===== src/hdl/brp_pkg.sv =====
package brp_pkg;

  // offset width; all byte numbers and lengths use it
  localparam int OFF_BITS = 48;
  localparam int MAC_BITS = OFF_BITS + 4;
  localparam logic [OFF_BITS-1:0] OFF_MAX = '1;

  localparam int PREFIX_LEN = 6;  // "bytes="

  localparam logic [7:0] CH_ZERO = 8'h30;  // '0'
  localparam logic [7:0] CH_NINE = 8'h39;  // '9'
  localparam logic [7:0] CH_DASH = 8'h2D;  // '-'

  typedef enum logic [3:0] {
    PH_PREFIX = 4'b0001,
    PH_LOW    = 4'b0010,
    PH_HIGH   = 4'b0100,
    PH_FAIL   = 4'b1000
  } phase_t;

  // parse state captured on the final character
  typedef struct packed {
    phase_t              phase;
    logic [OFF_BITS-1:0] low;
    logic [OFF_BITS-1:0] high;
    logic                saw_low;
    logic                saw_high;
  } snap_t;

  function automatic logic [7:0] prefix_char(input logic [2:0] pos);
    logic [7:0] c;
    case (pos)
      3'd0:    c = 8'h62;  // b
      3'd1:    c = 8'h79;  // y
      3'd2:    c = 8'h74;  // t
      3'd3:    c = 8'h65;  // e
      3'd4:    c = 8'h73;  // s
      3'd5:    c = 8'h3D;  // =
      default: c = 8'h00;
    endcase
    prefix_char = c;
  endfunction

  // acc * 10 + d, saturating at OFF_MAX
  function automatic logic [OFF_BITS-1:0] mac10(input logic [OFF_BITS-1:0] acc,
                                                input logic [3:0] d);
    logic [MAC_BITS-1:0] sum;
    sum = {1'b0, acc, 3'b000} + {3'b000, acc, 1'b0} + MAC_BITS'(d);
    if (sum[MAC_BITS-1:OFF_BITS] != '0) begin
      mac10 = OFF_MAX;
    end else begin
      mac10 = sum[OFF_BITS-1:0];
    end
  endfunction

endpackage


===== src/hdl/brp_in_if.sv =====
interface brp_in_if;
  logic       valid;
  logic       ready;
  logic [7:0] char_in;
  logic       last_char;

  modport source (output valid, output char_in, output last_char, input ready);
  modport sink   (input valid, input char_in, input last_char, output ready);
endinterface


===== src/hdl/brp_out_if.sv =====
interface brp_out_if;
  logic                         valid;
  logic                         ready;
  logic                         partial;
  logic [brp_pkg::OFF_BITS-1:0] first_byte;
  logic [brp_pkg::OFF_BITS-1:0] last_byte;
  logic [brp_pkg::OFF_BITS-1:0] span_length;

  modport source (output valid, output partial, output first_byte, output last_byte,
                  output span_length, input ready);
  modport sink   (input valid, input partial, input first_byte, input last_byte,
                  input span_length, output ready);
endinterface


===== src/hdl/brp_parse.sv =====
module brp_parse (
  input  logic                         clk,
  input  logic                         rst,
  input  logic [brp_pkg::OFF_BITS-1:0] obj_len,
  brp_in_if.sink                       hdr,
  output logic                         snap_valid,
  input  logic                         snap_ready,
  output brp_pkg::snap_t               snap
);

  // input register
  logic       in_v;
  logic [7:0] in_char;
  logic       in_last;
  logic       in_go;

  // parse state
  brp_pkg::phase_t             phase, phase_next;
  logic [2:0]                  prefix_pos, prefix_pos_next;
  logic [brp_pkg::OFF_BITS-1:0] low_acc, low_acc_next;
  logic [brp_pkg::OFF_BITS-1:0] high_acc, high_acc_next;
  logic                        saw_low, saw_low_next;
  logic                        saw_high, saw_high_next;

  logic       is_digit;
  logic [3:0] digit;

  // the last word needs the snapshot slot free; nothing is taken in reset
  assign in_go     = in_v && (!in_last || !snap_valid || snap_ready);
  assign hdr.ready = !rst && (!in_v || in_go);

  always_ff @(posedge clk) begin
    if (rst) begin
      in_v <= 1'b0;
    end else if (hdr.ready) begin
      in_v <= hdr.valid;
    end
    if (hdr.ready && hdr.valid) begin
      in_char <= hdr.char_in;
      in_last <= hdr.last_char;
    end
  end

  assign is_digit = (in_char >= brp_pkg::CH_ZERO) && (in_char <= brp_pkg::CH_NINE);
  assign digit    = in_char[3:0];

  always_comb begin
    phase_next      = phase;
    prefix_pos_next = prefix_pos;
    low_acc_next    = low_acc;
    high_acc_next   = high_acc;
    saw_low_next    = saw_low;
    saw_high_next   = saw_high;
    unique case (phase)
      brp_pkg::PH_PREFIX: begin
        if ((prefix_pos < 3'(brp_pkg::PREFIX_LEN)) &&
            (in_char == brp_pkg::prefix_char(prefix_pos))) begin
          prefix_pos_next = prefix_pos + 3'd1;
          if (prefix_pos_next == 3'(brp_pkg::PREFIX_LEN)) begin
            phase_next = brp_pkg::PH_LOW;
          end
        end else begin
          phase_next = brp_pkg::PH_FAIL;
        end
      end
      brp_pkg::PH_LOW: begin
        if (is_digit) begin
          low_acc_next = brp_pkg::mac10(low_acc, digit);
          saw_low_next = 1'b1;
        end else if ((low_acc >= obj_len) || (in_char != brp_pkg::CH_DASH)) begin
          phase_next = brp_pkg::PH_FAIL;
        end else begin
          phase_next = brp_pkg::PH_HIGH;
        end
      end
      brp_pkg::PH_HIGH: begin
        if (is_digit) begin
          high_acc_next = brp_pkg::mac10(high_acc, digit);
          saw_high_next = 1'b1;
        end else begin
          phase_next = brp_pkg::PH_FAIL;
        end
      end
      default: begin
        phase_next = brp_pkg::PH_FAIL;
      end
    endcase
  end

  always_ff @(posedge clk) begin
    if (rst) begin
      phase      <= brp_pkg::PH_PREFIX;
      prefix_pos <= '0;
      low_acc    <= '0;
      high_acc   <= '0;
      saw_low    <= 1'b0;
      saw_high   <= 1'b0;
      snap_valid <= 1'b0;
    end else begin
      if (in_go) begin
        if (in_last) begin
          phase      <= brp_pkg::PH_PREFIX;
          prefix_pos <= '0;
          low_acc    <= '0;
          high_acc   <= '0;
          saw_low    <= 1'b0;
          saw_high   <= 1'b0;
        end else begin
          phase      <= phase_next;
          prefix_pos <= prefix_pos_next;
          low_acc    <= low_acc_next;
          high_acc   <= high_acc_next;
          saw_low    <= saw_low_next;
          saw_high   <= saw_high_next;
        end
      end
      if (in_go && in_last) begin
        snap_valid <= 1'b1;
      end else if (snap_ready) begin
        snap_valid <= 1'b0;
      end
    end
    if (in_go && in_last) begin
      snap.phase    <= phase_next;
      snap.low      <= low_acc_next;
      snap.high     <= high_acc_next;
      snap.saw_low  <= saw_low_next;
      snap.saw_high <= saw_high_next;
    end
  end

endmodule


===== src/hdl/brp_span.sv =====
module brp_span (
  input  logic                         clk,
  input  logic                         rst,
  input  logic [brp_pkg::OFF_BITS-1:0] obj_len,
  input  logic                         snap_valid,
  output logic                         snap_ready,
  input  brp_pkg::snap_t               snap,
  brp_out_if.source                    rng
);

  // clamp stage
  logic                         c_v;
  logic                         c_pre_ok;
  logic [brp_pkg::OFF_BITS-1:0] c_lo;
  logic [brp_pkg::OFF_BITS-1:0] c_hi;
  logic [brp_pkg::OFF_BITS-1:0] c_dflt_last;
  logic                         calc_go;

  // output register
  logic                         o_v;
  logic                         o_partial;
  logic [brp_pkg::OFF_BITS-1:0] o_first;
  logic [brp_pkg::OFF_BITS-1:0] o_last;
  logic [brp_pkg::OFF_BITS-1:0] o_span;

  logic                         len_nz;
  logic [brp_pkg::OFF_BITS-1:0] top;
  logic [brp_pkg::OFF_BITS-1:0] suffix_lo;
  logic [brp_pkg::OFF_BITS-1:0] lo_next;
  logic [brp_pkg::OFF_BITS-1:0] hi_next;
  logic                         ok;
  logic [brp_pkg::OFF_BITS-1:0] span;

  assign calc_go    = c_v && (!o_v || rng.ready);
  assign snap_ready = !c_v || calc_go;

  assign len_nz    = obj_len != '0;
  assign top       = obj_len - brp_pkg::OFF_BITS'(1);
  // suffix form: last n bytes, whole object when n runs past the start
  assign suffix_lo = (snap.high > obj_len) ? '0 : obj_len - snap.high;
  assign lo_next   = (snap.saw_high && !snap.saw_low) ? suffix_lo : snap.low;
  assign hi_next   = (snap.saw_high && snap.saw_low && !(snap.high > top)) ? snap.high : top;

  always_ff @(posedge clk) begin
    if (rst) begin
      c_v <= 1'b0;
    end else if (snap_valid && snap_ready) begin
      c_v <= 1'b1;
    end else if (calc_go) begin
      c_v <= 1'b0;
    end
    if (snap_valid && snap_ready) begin
      c_pre_ok    <= (snap.phase == brp_pkg::PH_HIGH) && len_nz;
      c_lo        <= lo_next;
      c_hi        <= hi_next;
      c_dflt_last <= len_nz ? top : '0;
    end
  end

  assign ok   = c_pre_ok && (c_lo <= c_hi);
  assign span = c_hi - c_lo + brp_pkg::OFF_BITS'(1);

  always_ff @(posedge clk) begin
    if (rst) begin
      o_v <= 1'b0;
    end else if (calc_go) begin
      o_v <= 1'b1;
    end else if (rng.ready) begin
      o_v <= 1'b0;
    end
    if (calc_go) begin
      o_partial <= ok;
      o_first   <= ok ? c_lo : '0;
      o_last    <= ok ? c_hi : c_dflt_last;
      o_span    <= ok ? span : obj_len;
    end
  end

  assign rng.valid       = o_v;
  assign rng.partial     = o_partial;
  assign rng.first_byte  = o_first;
  assign rng.last_byte   = o_last;
  assign rng.span_length = o_span;

endmodule


===== src/hdl/http_byte_range_parser_core.sv =====
// HTTP Range header parser. Characters of the header value come in one
// word per cycle on hdr (last_char set on the final one) unless the last
// character stalls on rng back-pressure; one result word per value leaves
// on rng after the last character. The value must read "bytes=" then an
// optional first byte, '-', and an optional last byte; "a-b", "a-" and
// "-n" are handled, numbers saturate at 2^48-1. Anything else, a first
// byte at or past the object length, or an inverted range gives partial=0
// with the full object; a last byte past the end is clamped, and a suffix
// longer than the object starts at byte 0. Rate: one character per cycle,
// with no gap between values, while rng does not hold off results.
// Each character costs one pass through the parse step (a 48-bit
// multiply-by-ten-and-add plus a compare); the result passes the input
// register, parse snapshot, clamp and output register. Write object_length
// through cfg_wr_en/cfg_wr_data only while no value is in flight.
module http_byte_range_parser_core (
  input  logic                         clk,
  input  logic                         rst,
  input  logic                         cfg_wr_en,
  input  logic [brp_pkg::OFF_BITS-1:0] cfg_wr_data,
  brp_in_if.sink                       hdr,
  brp_out_if.source                    rng
);

  // object length register
  logic [brp_pkg::OFF_BITS-1:0] object_length;

  // parse -> clamp handoff
  logic           snap_valid;
  logic           snap_ready;
  brp_pkg::snap_t snap;

  always_ff @(posedge clk) begin
    if (rst) begin
      object_length <= '0;
    end else if (cfg_wr_en) begin
      object_length <= cfg_wr_data;
    end
  end

  // per-character state machine; snapshots its state on the last word
  brp_parse u_parse (
    .clk        (clk),
    .rst        (rst),
    .obj_len    (object_length),
    .hdr        (hdr),
    .snap_valid (snap_valid),
    .snap_ready (snap_ready),
    .snap       (snap)
  );

  // range resolution: suffix, clamp, validity check, span
  brp_span u_span (
    .clk        (clk),
    .rst        (rst),
    .obj_len    (object_length),
    .snap_valid (snap_valid),
    .snap_ready (snap_ready),
    .snap       (snap),
    .rng        (rng)
  );

endmodule


===== src/flat_wrapper.sv =====
// flat-port wrapper written by rule: the top's interface ports become plain ports
module http_byte_range_parser_core_flat 
  (clk, rst, cfg_wr_en, cfg_wr_data, hdr_valid, hdr_char_in, hdr_last_char, hdr_ready, rng_valid, rng_partial, rng_first_byte, rng_last_byte, rng_span_length, rng_ready);
  brp_in_if hdr_i ();
  brp_out_if rng_i ();
  input  logic clk;
  input  logic rst;
  input  logic cfg_wr_en;
  input  logic [brp_pkg::OFF_BITS-1:0] cfg_wr_data;
  input wire logic [$bits(hdr_i.valid)-1:0] hdr_valid;
  input wire logic [$bits(hdr_i.char_in)-1:0] hdr_char_in;
  input wire logic [$bits(hdr_i.last_char)-1:0] hdr_last_char;
  output wire logic [$bits(hdr_i.ready)-1:0] hdr_ready;
  output wire logic [$bits(rng_i.valid)-1:0] rng_valid;
  output wire logic [$bits(rng_i.partial)-1:0] rng_partial;
  output wire logic [$bits(rng_i.first_byte)-1:0] rng_first_byte;
  output wire logic [$bits(rng_i.last_byte)-1:0] rng_last_byte;
  output wire logic [$bits(rng_i.span_length)-1:0] rng_span_length;
  input wire logic [$bits(rng_i.ready)-1:0] rng_ready;
  assign hdr_i.valid = hdr_valid;
  assign hdr_i.char_in = hdr_char_in;
  assign hdr_i.last_char = hdr_last_char;
  assign hdr_ready = hdr_i.ready;
  assign rng_valid = rng_i.valid;
  assign rng_partial = rng_i.partial;
  assign rng_first_byte = rng_i.first_byte;
  assign rng_last_byte = rng_i.last_byte;
  assign rng_span_length = rng_i.span_length;
  assign rng_i.ready = rng_ready;
  http_byte_range_parser_core u_core (.clk(clk), .rst(rst), .cfg_wr_en(cfg_wr_en), .cfg_wr_data(cfg_wr_data), .hdr(hdr_i), .rng(rng_i));
endmodule

===== config.mk =====
export PLATFORM = sky130hd
export DESIGN_NAME = http_byte_range_parser_core_flat
export DESIGN_NICKNAME = d
export VERILOG_FILES = /design/src/hdl/brp_pkg.sv /design/src/hdl/brp_in_if.sv /design/src/hdl/brp_out_if.sv /design/src/hdl/brp_parse.sv /design/src/hdl/brp_span.sv /design/src/hdl/http_byte_range_parser_core.sv /design/src/flat_wrapper.sv
export SDC_FILE = /design/constraint.sdc
export NUM_CORES = 2
export LEC_CHECK = 0
export ABC_AREA = 1
export BUFFER_PORTS_ARGS = -buffer_cell sky130_fd_sc_hd__buf_4
export CAP_MARGIN = 40
export CORE_MARGIN = 2
export CORE_UTILIZATION = 40
export DETAILED_ROUTE_END_ITERATION = 7
export HOLD_SLACK_MARGIN = 0.15
export PLACE_DENSITY = 0.68
export RECOVER_POWER = 100
export SETUP_SLACK_MARGIN = 0.15
export SLEW_MARGIN = 30
export SYNTH_ARGS = -nofsm -noshare
export SYNTH_HDL_FRONTEND = slang
export SYNTH_SLANG_ARGS = --single-unit

===== constraint.sdc =====
create_clock -name clk -period 7.5 [get_ports clk]
set_input_delay 0.75 -clock clk [delete_from_list [all_inputs] [get_ports clk]]
set_output_delay 0.75 -clock clk [all_outputs]
set_load 0.02 [all_outputs]

# Word level (Yosys, flattened, before mapping)
# Index checks and enable logic that the tools add are counted.
[word_totals]
ff_bits = 558
latchBits = 0
ram_bits = 0
romBits = 0
inputBits = 62
output_inout_bits = 147
elab_cells = 128
mem_count = 0
[op_classes]
add_sub_neg = 9
mul = 0
n_div = 0
order_cmp = 7
n_eq_ne = 12
shifts = 0
muxes = 37
bitwise = 0
reduce_logical = 37
[op_table]
columns = ["op", "n"]
rows = [
  ["48-bit 2-to-1 mux", 13],
  ["51-bit by 49-bit adder with 52-bit output", 2],
  ["52-bit by 4-bit adder with 52-bit output", 2],
  ["48-bit greater-than comparator", 2],
  ["48-bit subtractor", 2],
  ["48-bit by 1-bit adder with 48-bit output, second input constant", 1],
  ["48-bit greater-or-equal comparator", 1],
  ["48-bit less-or-equal comparator", 1],
  ["48-bit nonzero test", 1],
  ["48-bit by 1-bit subtractor with 48-bit output, second input constant", 1],
  ["7-bit one-hot mux with 6 select lines", 1],
  ["4-bit 2-to-1 mux", 6],
  ["1-bit logical AND", 13],
  ["1-bit 2-to-1 mux", 12],
  ["4-bit one-hot mux with 3 select lines", 1],
  ["2-bit nonzero test", 5],
  ["3-bit equality test, second input constant", 3],
  ["3-bit 2-to-1 mux", 3],
  ["4-bit by 3-bit equality test with 1-bit output, second input constant", 2],
  ["8-bit equality test", 1],
  ["8-bit by 6-bit greater-or-equal comparator with 1-bit output, second input constant", 1],
  ["8-bit by 6-bit less-or-equal comparator with 1-bit output, second input constant", 1],
  ["1-bit zero test", 8],
  ["8-bit 2-to-1 mux", 1],
  ["11 further kinds", 18],
]

# Longest topological paths before layout
[depth]
ltp_word = 9
ltp_mapped = 27
depth_no_buf = 25

# Hierarchy
# Synthesis repeated with hierarchy kept, for this count alone.
[hier_totals]
hier_cells = 6925
hier_area_um2 = 46913.7
[by_module_without_submodules]
columns = ["module", "instances", "cells_each", "area_each_um2", "seq_area_each_um2"]
rows = [
  ["brp_span", 1, 3568, 24775.0, 8748.4],
  ["brp_parse", 1, 3052, 20161.8, 5475.3],
  ["http_byte_range_parser_core", 1, 305, 1976.9, 960.9],
]

# Worst setup path before layout
# Ideal clock, no wire load.
[synth_timing]
path_type = "input-to-reg"
startpoint = "in rng_ready"
endpoint = "reg u_core.u_span.o_first, in the netlist u_core.u_span.rng.first_byte[0] (enable)"
setup_ps = 655
arrival_time_ps = 6878
path_slack_ps = -33
stages = 2
cell_sequence = "nor2_1 > nor2_1"
[synth_between]
elab_chain_len = 2
[synth_rtl]
columns = ["element", "line", "rtl"]
rows = [
  ["start, declared", "flat_wrapper.sv:19", "input wire logic [$bits(rng_i.ready)-1:0] rng_ready;"],
  ["1-bit logical OR", "brp_span.sv:34", "assign calc_go = c_v && (!o_v || rng.ready);"],
  ["1-bit logical AND", "brp_span.sv:34", ""],
  ["via u_core.u_span.calc_go", "brp_span.sv:17", "logic calc_go;"],
  ["end signal, assigned", "brp_span.sv:73", "o_first <= ok ? c_lo : '0;"],
  ["end, declared", "brp_span.sv:22", "logic [brp_pkg::OFF_BITS-1:0] o_first;"],
]
# The timed path passes the listed nets, and every way through them passes these cells.
# A chain may end at the register's enable or synchronous reset.

# Worst setup path in the final report
[layout_timing]
startpoint = "reg u_core.u_span.o_v, in the netlist u_core.u_span.rng.valid"
endpoint = "reg u_core.u_span.c_dflt_last[0] (netlist bit) (enable)"
[layout_between]
elab_chain_len = 5
[layout_rtl]
columns = ["element", "line", "rtl"]
rows = [
  ["start, declared", "brp_span.sv:20", "logic o_v;"],
  ["start signal, assigned", "brp_span.sv:65", "o_v <= 1'b0;"],
  ["start signal, assigned", "brp_span.sv:67", "o_v <= 1'b1;"],
  ["start signal, assigned", "brp_span.sv:69", "o_v <= 1'b0;"],
  ["1-bit zero test", "brp_span.sv:34", ""],
  ["1-bit logical OR", "brp_span.sv:34", ""],
  ["1-bit logical AND", "brp_span.sv:34", ""],
  ["1-bit logical OR", "brp_span.sv:35", "assign snap_ready = !c_v || calc_go;"],
  ["1-bit logical AND", "brp_span.sv:52", "if (snap_valid && snap_ready) begin"],
  ["end signal, assigned", "brp_span.sv:56", "c_dflt_last <= len_nz ? top : '0;"],
  ["end, declared", "brp_span.sv:16", "logic [brp_pkg::OFF_BITS-1:0] c_dflt_last;"],
]
# No other way between the ends.

==> flow_metrics.py <==
metrics = {
    "critical_path": {
        "slowest_stage": "clkinvlp_2",
        "crit_family": "buffers and inverters",
        "start_kind": "flip-flop",
        "path_class": "flip-flop to flip-flop",
        "required_ns": 7.87,
        "cpMostUsedCell": "inv_1",
        "end_kind": "flip-flop",
        "crit_arrival_ns": 6.35,
        "critPathMaxFanout": 78,
        "crit_buf_inv": 6,
        "crit_chain": "inv_1 -> nor2_1 -> inv_1 -> nor2_1 -> inv_1 -> nand2_1 -> clkinvlp_2 -> clkbuf_1 -> buf_12",
        "cpPeakStageDelay_ns": 2.68,
    },
    "synthesis": {
        "yosysSeqAreaShare_pct": 34.2,
        "yosysWarnings": 0,
        "avgSynthCellArea_um2": 7.27,
        "synth_cell_type_count": 55,
        "syn_nets": 6659,
        "async_flop_share_pct": 0,
        "synth_area_mm2": 0.0444,
        "synth_flop_cell": "edfxtp_1",
        "syn_inst": 6109,
        "synth-edff-count": 401,
        "synth-seq-cells": 558,
    },
    "global_route": {
        "grt_use_total_pct": 29.0,
        "antenna_found_initial": 6,
        "grt_pass1_wl_um": 247000,
        "grt_overflow": 0,
        "grt_pass1_vias": 39800,
        "grt_max_degree": 146,
    },
    "placed_design": {
        "dpl.cell_count": 7693,
        "portBuffers": 208,
        "place_ws_ns": 2.48,
        "dp_hpwl_um": 137000,
        "place_congestion": 1.03,
    },
    "job": {
        "drv_cap": 11,
    },
    "die": {
        "die_w_um": 337,
        "die_h_um": 337,
        "core_mm2": 0.110,
        "placement_rows": 122,
        "die-area_mm2": 0.114,
        "initial_core_util_pct": 40.3,
        "ioPinCount": 209,
    },
    "finish": {
        "final_nets": 6831,
        "area_growth_pct": 11.0,
        "nFillCells": 11300,
        "final_cells": 7827,
        "drive_above_1_share_pct": 6.17,
    },
    "routing": {
        "ant_nets": 0,
        "dr.pass1.iters": 6,
        "drt-vias-per-instance": 5.36,
        "wl_per_cell_um": 21.5,
        "num_vias": 42000,
        "totalWireLength_um": 168000,
        "dr.first_iter.drc_count": 4306,
        "drc": 0,
    },
    "pwr": {
        "ir_drop_mv": 0.161,
        "p_leak_nw": 24.3,
        "power_w": 0.00795,
        "pwr_density_cell_mw_per_mm2": 161,
    },
    "clocking": {
        "cts_max_path_buffers": 3,
        "cts_made_buffers": 69,
        "hold_buffers": 0,
        "cts_tree": "yes",
        "clock-sinks": 558,
        "cts-root-buf": "clkbuf_16",
        "clk_latency_ns": 0.65,
        "post_cts_buffers": 0,
        "cts.repair.resized": 0,
        "path_clk_slew_ns": 0.06,
        "htree_num_levels": 3,
    },
    "timing": {
        "hold_ws_ns": 0.301,
        "setup_tns_ns": 0,
        "rsz0062_at_grt": "false",
        "tightest_slew_ns": 3.46,
        "clock_skew_ns": 0.0223,
        "slew_viol_final": 644,
        "timing.final.crit_share_pct": 79.7,
        "slew_headroom_pct": -132,
        "finalSetupViolCount": 0,
        "post-route-min-period_ns": 5.98,
        "hold_viol": 0,
        "fmax_ghz": 0.167,
        "setup_ws_ns": 1.52,
    },
    "outcome": {
        "violations": "capacitance limit, slew limit",
        "status": "finished, violations left",
    },
    "worst_hold_path": {
        "min_path_type": "primary input to flip-flop",
    },
}
-- synth_stat cells (8+ instances only) --
cell / count / area [um2]
inv_2: 10 / 37.5
buf_2: 30 / 150
nor4_1: 24 / 150
o21a_1: 20 / 150
o21ai_0: 216 / 1080
nand4_1: 135 / 845
nor2_4: 8 / 90.1
o21bai_1: 35 / 263
nand3_1: 410 / 2050
buf_6: 14 / 158
or2_2: 103 / 644
nand3b_1: 12 / 90.1
a21boi_0: 9 / 67.6
a31oi_1: 30 / 188
buf_1: 14 / 52.6
nor2_1: 558 / 2090
xor2_1: 115 / 1010
ha_1: 482 / 6030
a211oi_1: 10 / 75.1
nand3_2: 28 / 280
inv_1: 926 / 3480
dfxtp_1: 157 / 3140
clkbuf_1: 88 / 330
nand2_2: 13 / 81.3
a21o_1: 14 / 105
nor2_2: 21 / 131
nor3_1: 53 / 265
edfxtp_1: 401 / 12000
a21oi_1: 435 / 2180
xnor2_1: 58 / 508
nand2_1: 1620 / 6080
-- layout by cell type (no fill, tap or decap), types with 12 or more instances in the layout --
cell | Yosys | routed
edfxtp_1 | 401 | 401
dfxtp_1 | 157 | 157
a21o_1 | 14 | 14
nand3b_1 | 12 | 12
a21oi_1 | 435 | 435
clkbuf_1 | 88 | 177
inv_1 | 926 | 924
o21a_1 | 20 | 20
nor2_1 | 558 | 562
or2_2 | 103 | 103
nand3_2 | 28 | 28
nor4_1 | 24 | 23
o21bai_1 | 35 | 35
nand2_1 | 1620 | 1623
xnor2_1 | 58 | 58
nor2_2 | 21 | 14
nand4_1 | 135 | 135
nor3_1 | 53 | 53
ha_1 | 482 | 482
o21ai_0 | 216 | 217
buf_4 | 4 | 68
a31oi_1 | 30 | 30
nand3_1 | 410 | 410
xor2_1 | 115 | 115
clkbuf_16 | 0 | 71
-- worst reg2reg max path: cells and delay by family, from the launching register on --
kind          cells  cell delay, ns
flops             1            0.33
buf+inv           6            4.75
simple gates      3            0.60
-- flip-flops by register name, indices dropped and copies added (netlist names), 3 cells and up --
name                           cells
u_core.u_parse.prefix_pos          3
u_core.u_span.rng.span_length     48
u_core.u_span.c_dflt_last         48
u_core.u_span.rng.last_byte       48
u_core.u_parse.phase               4
u_core.u_parse.low_acc            48
u_core.u_span.rng.first_byte      48
u_core.u_span.c_hi                48
u_core.u_parse.snap              102
u_core.u_parse.high_acc           48
u_core.object_length              48
u_core.u_parse.in_char             8
u_core.u_span.c_lo                48
-- metrics by stage --
step | cell area (um2) | utilization [%]
global placement | 47400 | 43.0
detailed placement | 47600 | 43.1
finish | 49300 | 44.7
global route | 49300 | 44.7
floorplan | 44400 | -
CTS | 49900 | 45.2
-- layer usage --
layer,part of all wire [%],vias to the layer above,global-route usage [%]
li1,-,20400,-
met1,45,19700,40.3
met2,44,1597,45.5
met3,7.6,267,4.11
met4,4.0,4,11.3
met5,0.014,-,0
-- logic make-up (layout without fill, tap and decap cells) --
family	count (synthesis)	after routing	synth area share (%)
compound gates	798	798	9.77
xor+xnor	173	173	3.41
fa+ha+maj	488	488	13.8
buf+inv	1087	1316	9.54
flops	558	558	34.2
other cells	0	1	0
simple gates	3005	3005	29.3
-- cell type report --
type | instances | area, um2 | area share [%]
Timing Repair Buffer | 251 | 1330 | 2.71
Sequential cell | 558 | 15200 | 30.8
Clock buffer | 86 | 1860 | 3.78
Inverter | 937 | 3520 | 7.14
Antenna cell | 1 | 2.50 | 0.00508
Multi-Input combinational cell | 4464 | 25000 | 50.7
Tap cell | 1488 | 1860 | 3.78
Clock inverter | 42 | 520 | 1.06
-- where the power goes --
part / total, W / switching [W] / internal, W
combinational: 0.000981 / 0.000689 / 0.000292
clock: 0.00356 / 0.00148 / 0.00208
sequential: 0.00342 / 0.0000623 / 0.00335
total: 0.00795 / 0.00223 / 0.00572
-- final timing paths --
check                     startpoint                            to  slack, ns  cells past startpoint
max          u_core.u_span.rng.valid  u_core.u_span.c_dflt_last[0]       1.52                      9
min                   hdr_char_in[1]     u_core.u_parse.in_char[1]       0.30                      1
max reg2reg  u_core.u_span.rng.valid  u_core.u_span.c_dflt_last[0]       1.52                      9
min reg2reg   u_core.u_parse.saw_low        u_core.u_parse.saw_low       0.47                      2
(Power assumes the default switching activity.)
